--- src/oil_pkg.sv ---
// Shared types and codes for the ordered identifier list.
// No dependencies; imported by ordered_id_list_with_removal and the testbench.
`timescale 1ns / 1ps

package oil_pkg;

  localparam int unsigned OP_W     = 2;
  localparam int unsigned ID_W     = 32;
  localparam int unsigned POS_W    = 8;
  localparam int unsigned STATUS_W = 2;
  localparam int unsigned COUNT_W  = 5;

  typedef enum logic [OP_W-1:0] {
    OP_APPEND     = 2'd0,
    OP_REMOVE_ID  = 2'd1,
    OP_REMOVE_POS = 2'd2,
    OP_READOUT    = 2'd3
  } op_t;

  typedef enum logic [STATUS_W-1:0] {
    ST_DONE      = 2'd0,
    ST_NOT_FOUND = 2'd1,
    ST_FULL      = 2'd2
  } status_t;

  // Sequencer states, one-hot
  typedef enum logic [3:0] {
    S_IDLE   = 4'b0001,
    S_SEARCH = 4'b0010,
    S_SHIFT  = 4'b0100,
    S_READ   = 4'b1000
  } seq_state_t;

endpackage : oil_pkg

--- src/ordered_id_list_with_removal.sv ---
// Ordered identifier list: append, remove by match, remove at position, read out.
// Append and edits rejected at accept (full, empty, bad position): result next cycle, no busy.
// Remove at position p shifts the later entries down; by id: search from the head, then shift.
// Readout: busy while the entries stream out from the head, one per cycle.
// An edit that goes busy reports in the cycle in which busy falls; one store throughout.
// rst_n (sync, active low) empties the list; store contents are not cleared.
`timescale 1ns / 1ps

module ordered_id_list_with_removal #(
  parameter int unsigned LIST_DEPTH = 16,
  parameter int unsigned ID_BITS    = 32
) (
  input  logic                           clk,
  input  logic                           rst_n,
  // command side
  input  logic                           start,
  output logic                           busy,
  input  logic [oil_pkg::OP_W-1:0]       in_op,
  input  logic [oil_pkg::ID_W-1:0]       in_item_id,
  input  logic [oil_pkg::POS_W-1:0]      in_position,
  // result side, one-cycle strobe
  output logic                           out_valid,
  output logic [oil_pkg::STATUS_W-1:0]   out_status,
  output logic                           out_entry_valid,
  output logic [oil_pkg::ID_W-1:0]       out_entry_id,
  output logic [oil_pkg::COUNT_W-1:0]    out_entry_count,
  output logic                           out_last
);

  import oil_pkg::*;

  // Stored id width: only the low ID_BITS of the 32-bit port matter
  localparam int unsigned IdW = (ID_BITS < ID_W) ? ID_BITS : ID_W;
  localparam int unsigned AW  = $clog2(LIST_DEPTH);
  localparam int unsigned CW  = $clog2(LIST_DEPTH + 1);

  seq_state_t state_r, state_nxt;
  logic [CW-1:0]  count_r, count_nxt;
  logic [AW-1:0]  idx_r, idx_nxt;
  logic [IdW-1:0] key_r, key_nxt;

  // registered result
  logic           vld_r, vld_nxt;
  status_t        status_r, status_nxt;
  logic           ev_r, ev_nxt;
  logic [ID_W-1:0] eid_r, eid_nxt;
  logic           last_r, last_nxt;

  // store port
  logic           wr_en;
  logic [AW-1:0]  wr_addr;
  logic [IdW-1:0] wr_data;
  logic [AW-1:0]  rd_addr;
  logic [IdW-1:0] rd_data;

  logic           accept;
  logic           id_match;
  logic           idx_is_tail;
  logic [AW-1:0]  pos_idx;
  op_t            op_in;

  oil_store #(
    .DEPTH (LIST_DEPTH),
    .WIDTH (IdW)
  ) u_store (
    .clk     (clk),
    .wr_en   (wr_en),
    .wr_addr (wr_addr),
    .wr_data (wr_data),
    .rd_addr (rd_addr),
    .rd_data (rd_data)
  );

  assign busy     = (state_r != S_IDLE);
  assign accept   = start && !busy;
  assign op_in    = op_t'(in_op);
  assign pos_idx  = in_position[AW-1:0];

  // The shared compare: current store word against the search key
  assign id_match    = (rd_data == key_r);
  // idx_r is the last occupied slot
  assign idx_is_tail = ((CW'(idx_r) + CW'(1)) >= count_r);

  // Read address: one ahead of the slot being worked on, two ahead while shifting
  always_comb begin
    if (state_r == S_IDLE) begin
      rd_addr = (op_in == OP_REMOVE_POS) ? (pos_idx + AW'(1)) : '0;
    end else if (state_r == S_SHIFT) begin
      rd_addr = idx_r + AW'(2);
    end else begin
      rd_addr = idx_r + AW'(1);
    end
  end

  always_comb begin
    state_nxt  = state_r;
    count_nxt  = count_r;
    idx_nxt    = idx_r;
    key_nxt    = key_r;
    vld_nxt    = 1'b0;
    status_nxt = ST_DONE;
    ev_nxt     = 1'b0;
    eid_nxt    = '0;
    last_nxt   = 1'b1;
    wr_en      = 1'b0;
    wr_addr    = idx_r;
    wr_data    = rd_data;

    unique case (state_r)
      S_IDLE: begin
        if (accept) begin
          key_nxt = in_item_id[IdW-1:0];
          case (op_in)
            OP_APPEND: begin
              vld_nxt = 1'b1;
              if (count_r >= CW'(LIST_DEPTH)) begin
                status_nxt = ST_FULL;
              end else begin
                wr_en     = 1'b1;
                wr_addr   = count_r[AW-1:0];
                wr_data   = in_item_id[IdW-1:0];
                count_nxt = count_r + CW'(1);
              end
            end
            OP_REMOVE_ID: begin
              idx_nxt = '0;
              if (count_r == '0) begin
                vld_nxt    = 1'b1;
                status_nxt = ST_NOT_FOUND;
              end else begin
                state_nxt = S_SEARCH;
              end
            end
            OP_REMOVE_POS: begin
              idx_nxt = pos_idx;
              if (9'(in_position) < 9'(count_r)) begin
                state_nxt = S_SHIFT;
              end else begin
                vld_nxt    = 1'b1;
                status_nxt = ST_NOT_FOUND;
              end
            end
            default: begin
              idx_nxt = '0;
              if (count_r == '0) begin
                vld_nxt    = 1'b1;
                status_nxt = ST_NOT_FOUND;
              end else begin
                state_nxt = S_READ;
              end
            end
          endcase
        end
      end

      S_SEARCH: begin
        if (id_match) begin
          state_nxt = S_SHIFT;     // idx_r holds the slot to drop
        end else if (idx_is_tail) begin
          state_nxt  = S_IDLE;
          vld_nxt    = 1'b1;
          status_nxt = ST_NOT_FOUND;
        end else begin
          idx_nxt = idx_r + AW'(1);
        end
      end

      S_SHIFT: begin
        // rd_data holds slot idx_r+1
        if (idx_is_tail) begin
          state_nxt = S_IDLE;
          count_nxt = count_r - CW'(1);
          vld_nxt   = 1'b1;
        end else begin
          wr_en   = 1'b1;
          wr_addr = idx_r;
          wr_data = rd_data;
          idx_nxt = idx_r + AW'(1);
        end
      end

      S_READ: begin
        vld_nxt  = 1'b1;
        ev_nxt   = 1'b1;
        eid_nxt  = ID_W'(rd_data);
        last_nxt = idx_is_tail;
        if (idx_is_tail) begin
          state_nxt = S_IDLE;
        end else begin
          idx_nxt = idx_r + AW'(1);
        end
      end

      default: begin
        state_nxt = S_IDLE;
      end
    endcase
  end

  always_ff @(posedge clk) begin
    if (!rst_n) begin
      state_r <= S_IDLE;
      count_r <= '0;
      vld_r   <= 1'b0;
    end else begin
      state_r <= state_nxt;
      count_r <= count_nxt;
      vld_r   <= vld_nxt;
    end
  end

  // payload, no reset
  always_ff @(posedge clk) begin
    idx_r    <= idx_nxt;
    key_r    <= key_nxt;
    status_r <= status_nxt;
    ev_r     <= ev_nxt;
    eid_r    <= eid_nxt;
    last_r   <= last_nxt;
  end

  assign out_valid       = vld_r;
  assign out_status      = status_r;
  assign out_entry_valid = ev_r;
  assign out_entry_id    = eid_r;
  assign out_entry_count = COUNT_W'(count_r);
  assign out_last        = last_r;

  // ---------------------------------------------------------------------------
  // Checks
  // ---------------------------------------------------------------------------

  a_count_bound: assert property (@(posedge clk) disable iff (!rst_n)
    count_r <= CW'(LIST_DEPTH))
    else $error("list count beyond depth");

  a_shift_in_list: assert property (@(posedge clk) disable iff (!rst_n)
    (state_r == S_SHIFT) |-> (CW'(idx_r) < count_r))
    else $error("shift slot outside list");

  a_readout_more: assert property (@(posedge clk) disable iff (!rst_n)
    (out_valid && out_entry_valid && !out_last) |-> busy)
    else $error("readout stopped before last entry");

  a_edit_count: assert property (@(posedge clk) disable iff (!rst_n)
    (state_r == S_SHIFT && idx_is_tail) |=> (count_r == $past(count_r) - CW'(1)))
    else $error("removal did not shorten the list");

endmodule : ordered_id_list_with_removal

--- src/oil_store.sv ---
// Entry store: single write port, single read port with registered data.
// Depends on nothing but its parameters; used by ordered_id_list_with_removal.
`timescale 1ns / 1ps

module oil_store #(
  parameter int unsigned DEPTH = 16,
  parameter int unsigned WIDTH = 32
) (
  input  logic                     clk,
  input  logic                     wr_en,
  input  logic [$clog2(DEPTH)-1:0] wr_addr,
  input  logic [WIDTH-1:0]         wr_data,
  input  logic [$clog2(DEPTH)-1:0] rd_addr,
  output logic [WIDTH-1:0]         rd_data
);

  logic [WIDTH-1:0] mem [DEPTH];
  logic [WIDTH-1:0] rd_data_r;

  always_ff @(posedge clk) begin
    if (wr_en) begin
      mem[wr_addr] <= wr_data;
    end
  end

  always_ff @(posedge clk) begin
    rd_data_r <= mem[rd_addr];
  end

  assign rd_data = rd_data_r;

endmodule : oil_store

--- config.mk ---
export PLATFORM = sky130hd
export DESIGN_NAME = ordered_id_list_with_removal
export DESIGN_NICKNAME = d
export VERILOG_FILES = /design/src/oil_pkg.sv /design/src/ordered_id_list_with_removal.sv /design/src/oil_store.sv
export SDC_FILE = /design/constraint.sdc
export NUM_CORES = 1
export LEC_CHECK = 0
export ABC_AREA = 1
export BUFFER_PORTS_ARGS = -buffer_cell sky130_fd_sc_hd__buf_2
export CAP_MARGIN = 20
export CORE_MARGIN = 4
export CORE_UTILIZATION = 30
export CTS_CLUSTER_SIZE = 14
export DETAILED_ROUTE_END_ITERATION = 6
export HOLD_SLACK_MARGIN = 0.15
export PLACE_DENSITY = 0.46
export SYNTH_ARGS = -nofsm -noshare
export SYNTH_HDL_FRONTEND = slang
export SYNTH_SLANG_ARGS = --single-unit
--- constraint.sdc ---
create_clock -name clk -period 5.7 [get_ports clk]
set_clock_uncertainty 0.1 [all_clocks]
set_input_delay 0.285 -clock clk [delete_from_list [all_inputs] [get_ports clk]]
set_output_delay 0.285 -clock clk [all_outputs]
set_load 0.01 [all_outputs]
**Yosys cells after proc, flatten, opt, wreduce, memory -nomap -nowiden**

Memory sizes are Yosys's and may differ from the RTL's. A register that Yosys moved wholly into a read port is not among the register bits.
Index checks and enable logic that the tools add are counted.

- Add/subtract/negate cells: 6
- Magnitude comparators: 3
- Equal/unequal tests: 17
- Muxes and demuxes: 52
- Reductions and logical operators: 11

Operators with widths:

| operator | count |
|---|---|
| 32-bit 2-to-1 mux | 4 |
| 4-bit 2-to-1 mux | 16 |
| 4-bit case mux with 3 select lines | 3 |
| 32-bit equality test | 1 |
| 5-bit 2-to-1 mux | 4 |
| 1-bit 2-to-1 mux | 16 |
| 2-bit != test, second input constant | 5 |
| 5-bit case mux with 2 select lines | 1 |
| 5-bit AND reduction | 2 |
| 4-bit by 1-bit adder with 4-bit output, second input constant | 2 |
| 8-bit by 5-bit < comparator with 1-bit output | 1 |
| 2-bit case mux with 2 select lines | 2 |
| 4-bit case mux with 2 select lines | 1 |
| 3-bit != test, second input constant | 2 |
| 4-bit by 1-bit adder with 5-bit output, second input constant | 1 |
| 5-bit by 1-bit adder with 5-bit output, second input constant | 1 |
| 5-bit >= comparator | 1 |
| 5-bit >= comparator, second input constant | 1 |
| 5-bit zero test | 1 |
| 5-bit by 1-bit subtractor with 5-bit output, second input constant | 1 |
| 4-bit by 2-bit adder with 4-bit output, second input constant | 1 |
| 4-bit by 1-bit equality test with 1-bit output, second input constant | 1 |
| 4-bit by 2-bit equality test with 1-bit output, second input constant | 1 |
| 4-bit by 3-bit equality test with 1-bit output, second input constant | 1 |
| 17 further kinds | 19 |

- Register bits: 82
- Memory bits (writable): 512
- Output and inout bits: 43
- Logic and storage cells: 99
- Memories: 1

Memories:

| memory | words | width | read ports | clocked after Yosys merged registers in | write ports | line | text |
|---|---|---|---|---|---|---|---|
| u_store.mem | 16 | 32 | 1 | 1 | 1 | oil_store.sv:17 | `logic [WIDTH-1:0] mem [DEPTH];` |

**Logic depth before layout (Yosys ltp)**

- Depth after elaboration: 7
- Gate-level depth with buffers: 15

**By module**

From an unflattened synthesis, not the netlist that was laid out.

- Cell total of the unflattened synthesis: 2611
- Area total of the unflattened synthesis: 26853.3 um^2

By module, submodules not included:

| module | times used | cells an instance | area an instance (um^2) | seq. area each (um^2) |
|---|---|---|---|---|
| oil_store | 1 | 2120 | 22730.6 | 16015.4 |
| ordered_id_list_with_removal | 1 | 491 | 4122.7 | 2001.9 |

**Worst setup path before layout**

No wires, ideal clock.

- Path type: flip-flop to flip-flop
- From: register idx_r[0]
- To: memory u_store.mem[10][0] (enable)
- Library setup time: 0.421 ns
- Data arrival time: 3.668 ns
- Required time: 5.179 ns
- Path slack: 1.511 ns
- Stages on the path, launching flop included: 12
- Path buffers: 0
- Period minus slack after synthesis: 4.189 ns
- Cell sequence: edfxtp_1 ha_1 xnor2_1 inv_1 ha_1 a21oi_1 o21bai_1 nor2_1 inv_1 o21ai_0 nand3_1 nor2_1

- Word-level cells in the longest chain between the ends: 6

Ends and longest elaborated chain:

| what | line | text |
|---|---|---|
| start: declaration | ordered_id_list_with_removal.sv:39 | `logic [AW-1:0] idx_r, idx_nxt;` |
| start signal: assignment | ordered_id_list_with_removal.sv:214 | `idx_r <= idx_nxt;` |
| 4-bit by 1-bit adder with 5-bit output | ordered_id_list_with_removal.sv:82 | `assign idx_is_tail = ((CW'(idx_r) + CW'(1)) >= count_r);` |
| 5-bit >= comparator | ordered_id_list_with_removal.sv:82 |  |
| 1-bit 2-to-1 mux | ordered_id_list_with_removal.sv:170 | `if (idx_is_tail) begin` |
| 1-bit case mux with 2 select lines | ordered_id_list_with_removal.sv:109 | `unique case (state_r)` |
| 1-bit 2-to-1 mux | oil_store.sv:21 | `if (wr_en) begin` |
| 1-bit 2-to-1 mux (implied by the code) | oil_store.sv:22 | `mem[wr_addr] <= wr_data;` |
| end: declaration | oil_store.sv:17 |  |

Several ways; a longest one is shown, not always the timed one.

**Worst setup path in the final report**

- From: register idx_r[0]
- To: memory u_store.mem[5][8] (enable)

Same word-level chain as after synthesis.

==> report_table.html <==
<table>
<tr><th>Metric</th><th>Value</th></tr>
<tr><th colspan="2">Run status</th></tr>
<tr><td>Run status</td><td>complete, no violations</td></tr>
<tr><th colspan="2">Power and ir drop</th></tr>
<tr><td>Leakage power of the design</td><td>0.0138 uW</td></tr>
<tr><td>Internal</td><td>10500 uW</td></tr>
<tr><td>Switching portion of total power</td><td>0.392</td></tr>
<tr><td>Power per Cell Area</td><td>537 mW/mm2</td></tr>
<tr><td>Peak supply drop</td><td>0.472 mV</td></tr>
<tr><td>Fraction of power consumed by the clock network</td><td>0.267</td></tr>
<tr><td>Power share of the combinational group</td><td>0.378</td></tr>
<tr><td>Sequential cell fraction of total power</td><td>0.354</td></tr>
<tr><td>Switching Power</td><td>6750 uW</td></tr>
<tr><th colspan="2">Layout</th></tr>
<tr><td>Diode count</td><td>0</td></tr>
<tr><td>Number of nets in the layout</td><td>2931</td></tr>
<tr><td>Signed area change from the synthesized netlist to the final layout</td><td>17.9%</td></tr>
<tr><td>Post-route design area</td><td>0.0321 mm2</td></tr>
<tr><td>Fraction of layout cells with a size suffix above 1</td><td>0.101</td></tr>
<tr><th colspan="2">Drt</th></tr>
<tr><td>Wire length per cell</td><td>17.7 um</td></tr>
<tr><td>Initial detailed-routing violation count</td><td>1281</td></tr>
<tr><td>DRC viols</td><td>0</td></tr>
<tr><td>Total wirelength of the detailed-routed design</td><td>72.8 mm</td></tr>
<tr><td>Per-cell via count in the routed design</td><td>4.47</td></tr>
<tr><td>Number of routed nets with antenna violations</td><td>0</td></tr>
<tr><td>Total vias in the final route</td><td>18300</td></tr>
<tr><td>Router iterations before antenna repair</td><td>5</td></tr>
<tr><th colspan="2">Floorplan</th></tr>
<tr><td>X dimension of the die</td><td>309 um</td></tr>
<tr><td>Number of rows created at floorplan</td><td>110</td></tr>
<tr><td>Core Area</td><td>0.0900 mm2</td></tr>
<tr><td>Top-level port count</td><td>88</td></tr>
<tr><td>Chip Height</td><td>309 um</td></tr>
<tr><td>Starting Density</td><td>0.302</td></tr>
<tr><td>Die area</td><td>0.0956 mm2</td></tr>
<tr><th colspan="2">Clock network</th></tr>
<tr><td>CTS Sinks</td><td>626</td></tr>
<tr><td>Number of buffers added by the clock tree synthesis step</td><td>74</td></tr>
<tr><td>CTS root buffer</td><td>clkbuf_16</td></tr>
<tr><td>CTS resizes</td><td>0</td></tr>
<tr><td>Post-CTS setup repair buffer count</td><td>0</td></tr>
<tr><td>Number of buffers between clock root and the deepest sink</td><td>3</td></tr>
<tr><td>CTS H-Tree Depth</td><td>3</td></tr>
<tr><td>Clock transition time at the flip-flop clock pins of the worst setup and hold paths</td><td>0.06 ns</td></tr>
<tr><td>CTS tree</td><td>yes</td></tr>
<tr><td>Insertion delay of the later-clocked pin in the worst-skew pair</td><td>0.61 ns</td></tr>
<tr><th colspan="2">Timing</th></tr>
<tr><td>Final-layout setup total negative slack</td><td>0 ns</td></tr>
<tr><td>Setup violators final</td><td>0</td></tr>
<tr><td>Final hold violation count</td><td>0</td></tr>
<tr><td>Final critical-path required period</td><td>4.64 ns</td></tr>
<tr><td>Slew at the pin closest to its max-slew limit</td><td>1.04 ns</td></tr>
<tr><td>Fraction of the cycle the final worst path needs</td><td>0.814</td></tr>
<tr><td>Headroom to the max-slew limit</td><td>0.306</td></tr>
<tr><td>Unrepaired setup endpoints after global routing</td><td>no</td></tr>
<tr><td>Maximum clock frequency</td><td>0.216 GHz</td></tr>
<tr><td>Final Hold Slack</td><td>0.297 ns</td></tr>
<tr><td>Final max-slew violation count</td><td>0</td></tr>
<tr><th colspan="2">Flow run</th></tr>
<tr><td>Number of maximum-capacitance violations</td><td>0</td></tr>
<tr><th colspan="2">Synthesis</th></tr>
<tr><td>Dominant cells by area after synthesis</td><td>edfxtp_1, nand3_1, nand2_1</td></tr>
<tr><td>Most used flip-flop cell after synthesis</td><td>edfxtp_1</td></tr>
<tr><td>Net count of the mapped netlist</td><td>2776</td></tr>
<tr><td>Proportion of register bits with asynchronous set or reset after synthesis</td><td>0</td></tr>
<tr><td>Biggest area consumer among synthesized cells</td><td>edfxtp_1</td></tr>
<tr><td>Sequential fraction of the synthesis area</td><td>0.662</td></tr>
<tr><td>Syn. warnings</td><td>0</td></tr>
<tr><td>Most used standard cells in the synthesized netlist</td><td>nand2_1, inv_1, edfxtp_1, nand3_1, dfxtp_1</td></tr>
<tr><td>Share of Yosys cell area claimed by the top area cell type</td><td>0.605</td></tr>
<tr><td>Number of enable flip-flop cells after synthesis</td><td>548</td></tr>
<tr><td>Average footprint of a synthesized cell</td><td>10.0 um2</td></tr>
<tr><td>Flip-flop and latch count after synthesis</td><td>626</td></tr>
<tr><td>Synth unique cells</td><td>35</td></tr>
<tr><td>Most instantiated library cell after synthesis</td><td>nand2_1</td></tr>
<tr><td>Area of the mapped netlist</td><td>0.0272 mm2</td></tr>
<tr><td>Number of standard cells after synthesis</td><td>2711</td></tr>
<tr><th colspan="2">Setup path</th></tr>
<tr><td>Ordered cell list for the critical path</td><td>ha_1 -&gt; xnor2_1 -&gt; inv_1 -&gt; ha_1 -&gt; a21oi_1 -&gt; o21bai_1 -&gt; nor2_1 -&gt; inv_1 -&gt; o21ai_0 -&gt; nand2_1 -&gt; nor2_4 -&gt; buf_4</td></tr>
<tr><td>Startpoint of the worst-slack reg-to-reg timing path</td><td>idx_r[0]$_DFFE_PP_</td></tr>
<tr><td>Type of the worst setup path</td><td>reg -&gt; reg</td></tr>
<tr><td>Worst setup EP type</td><td>flip-flop</td></tr>
<tr><td>Critical-path top delay cell</td><td>nor2_4</td></tr>
<tr><td>Max Fanout on Critical Path</td><td>22</td></tr>
<tr><td>Required time of the critical path</td><td>5.90 ns</td></tr>
<tr><td>Launch point of the worst path</td><td>idx_r[0]$_DFFE_PP_</td></tr>
<tr><td>Category of the worst setup path launch point</td><td>flip-flop</td></tr>
<tr><td>Data arrival time of the critical path</td><td>4.84 ns</td></tr>
<tr><td>Slowest cell delay on critical path</td><td>0.79 ns</td></tr>
<tr><th colspan="2">Worst hold path</th></tr>
<tr><td>Path category of the worst min-delay check</td><td>in -&gt; reg</td></tr>
<tr><td>Hold path start</td><td>in_item_id[9]</td></tr>
<tr><th colspan="2">Global routing</th></tr>
<tr><td>Global routing usage summed across all routing layers</td><td>0.152</td></tr>
<tr><td>Via count of the first global-routing pass</td><td>18300</td></tr>
<tr><td>Overflow left after global routing</td><td>0</td></tr>
<tr><td>Wire length of the first global-routing pass</td><td>111 mm</td></tr>
<tr><td>Pin count of the biggest net entering global routing</td><td>114</td></tr>
<tr><td>Antenna violations before repair</td><td>1</td></tr>
<tr><th colspan="2">Placement</th></tr>
<tr><td>Dpl cell area</td><td>0.0293 mm2</td></tr>
<tr><td>Routability-driven placement congestion ratio</td><td>0.807</td></tr>
<tr><td>Port buffer count</td><td>87</td></tr>
<tr><td>Half-perimeter wire length of the detailed placement result</td><td>40.9 mm</td></tr>
</table>
-- power by group through the flow --
| stage | Clock, uW | Combinational [uW] | Sequential (uW) |
|---|---|---|---|
| final | 4600 | 6510 | 6100 |
| after global routing | 4930 | 7340 | 6130 |
| after CTS | 4750 | 6680 | 6110 |
| after global placement | 0 | 6580 | 6200 |
| after floorplan | 0 | 4290 | 6190 |
| after detailed placement | 0 | 6620 | 6200 |
-- per-stage QoR --
stage	utilization	power [uW]	setup slack [ns]	instances
after floorplan	-	10500	1.51	2711
after global placement	0.325	12800	1.09	3917
after detailed placement	0.325	12800	1.09	3920
after CTS	0.356	17500	1.05	4099
after global routing	0.356	18400	0.778	4101
final	0.356	17200	1.06	4101
-- worst paths after layout --
path / to / slack, ns / depth (start not counted)
setup reg to reg: u_store.mem[5][8]$_DFFE_PP_ / 1.06 / 12
hold / removal: key_r[9]$_DFFE_PP_ / 0.30 / 2
hold reg to reg: out_entry_id[7]$_SDFF_PN0_ / 0.37 / 2
setup / recovery: u_store.mem[5][8]$_DFFE_PP_ / 1.06 / 12
-- critical path, delay by kind of cell (launching register included) --
kind | cells | cell delay [ns]
AO/OA/AOI/OAI | 3 | 0.79
XOR/XNOR | 1 | 0.23
adder cells (fa/ha/maj) | 2 | 0.57
buffers and inverters | 3 | 0.59
flip-flops | 1 | 0.49
AND/OR/NAND/NOR | 3 | 1.54
-- layout by cell type, fill, tap and decap left out, drive strengths merged, types with 26 or more instances in the layout --
cell | synthesis | final
nand2 | 633 | 633
inv | 600 | 600
edfxtp | 548 | 548
nand3 | 532 | 532
buf | 106 | 155
clkbuf | 14 | 104
dfxtp | 78 | 78
nor2 | 72 | 72
o21ai | 56 | 56
dlygate4sd3 | 0 | 44
clkinv | 0 | 26
-- layer usage --
metal	GRT usage	share of wire	vias to the layer above
li1	-	-	9021
met1	0.193	0.44	8832
met2	0.265	0.49	354
met3	0.0242	0.041	129
met4	0.0539	0.030	2
met5	0	0.00016	-
-- flip-flops by register name (all words and copies together), names as in the netlist --
name	flops
u_store.mem	512
key_r	32
out_entry_id	32
u_store.rd_data	32
out_entry_count	5
idx_r	4
state_r	4
out_status	2
out_entry_valid	1
out_last	1
out_valid	1
-- cells by family (layout without fill, tap and decap cells) --
| family | after synthesis | after routing | synth area share |
|---|---|---|---|
| xor gates and xnor gates | 25 | 25 | 0.00805 |
| adders and majority gates | 20 | 20 | 0.00948 |
| buffers and inverters | 720 | 934 | 0.107 |
| AOI/OAI and AO/OA | 73 | 73 | 0.0142 |
| DFF | 626 | 626 | 0.662 |
| and+or+nand+nor | 1247 | 1247 | 0.199 |
-- area by class of cell --
cell class	instances	area [um2]
Tap cell	1176	1470
Clock buffer	104	2100
Fill cell	8982	58000
Inverter	600	2260
Sequential cell	626	18000
Multi-Input combinational cell	1365	6460
Clock inverter	31	254
Timing Repair Buffer	199	1490
-- repair_timing --
item / CTS / global route
setup endpoints to repair: 0 / 0
endpoints found under the hold margin: 368 / 0
hold buffers: 44 / 0
(Power assumes the default switching activity.)
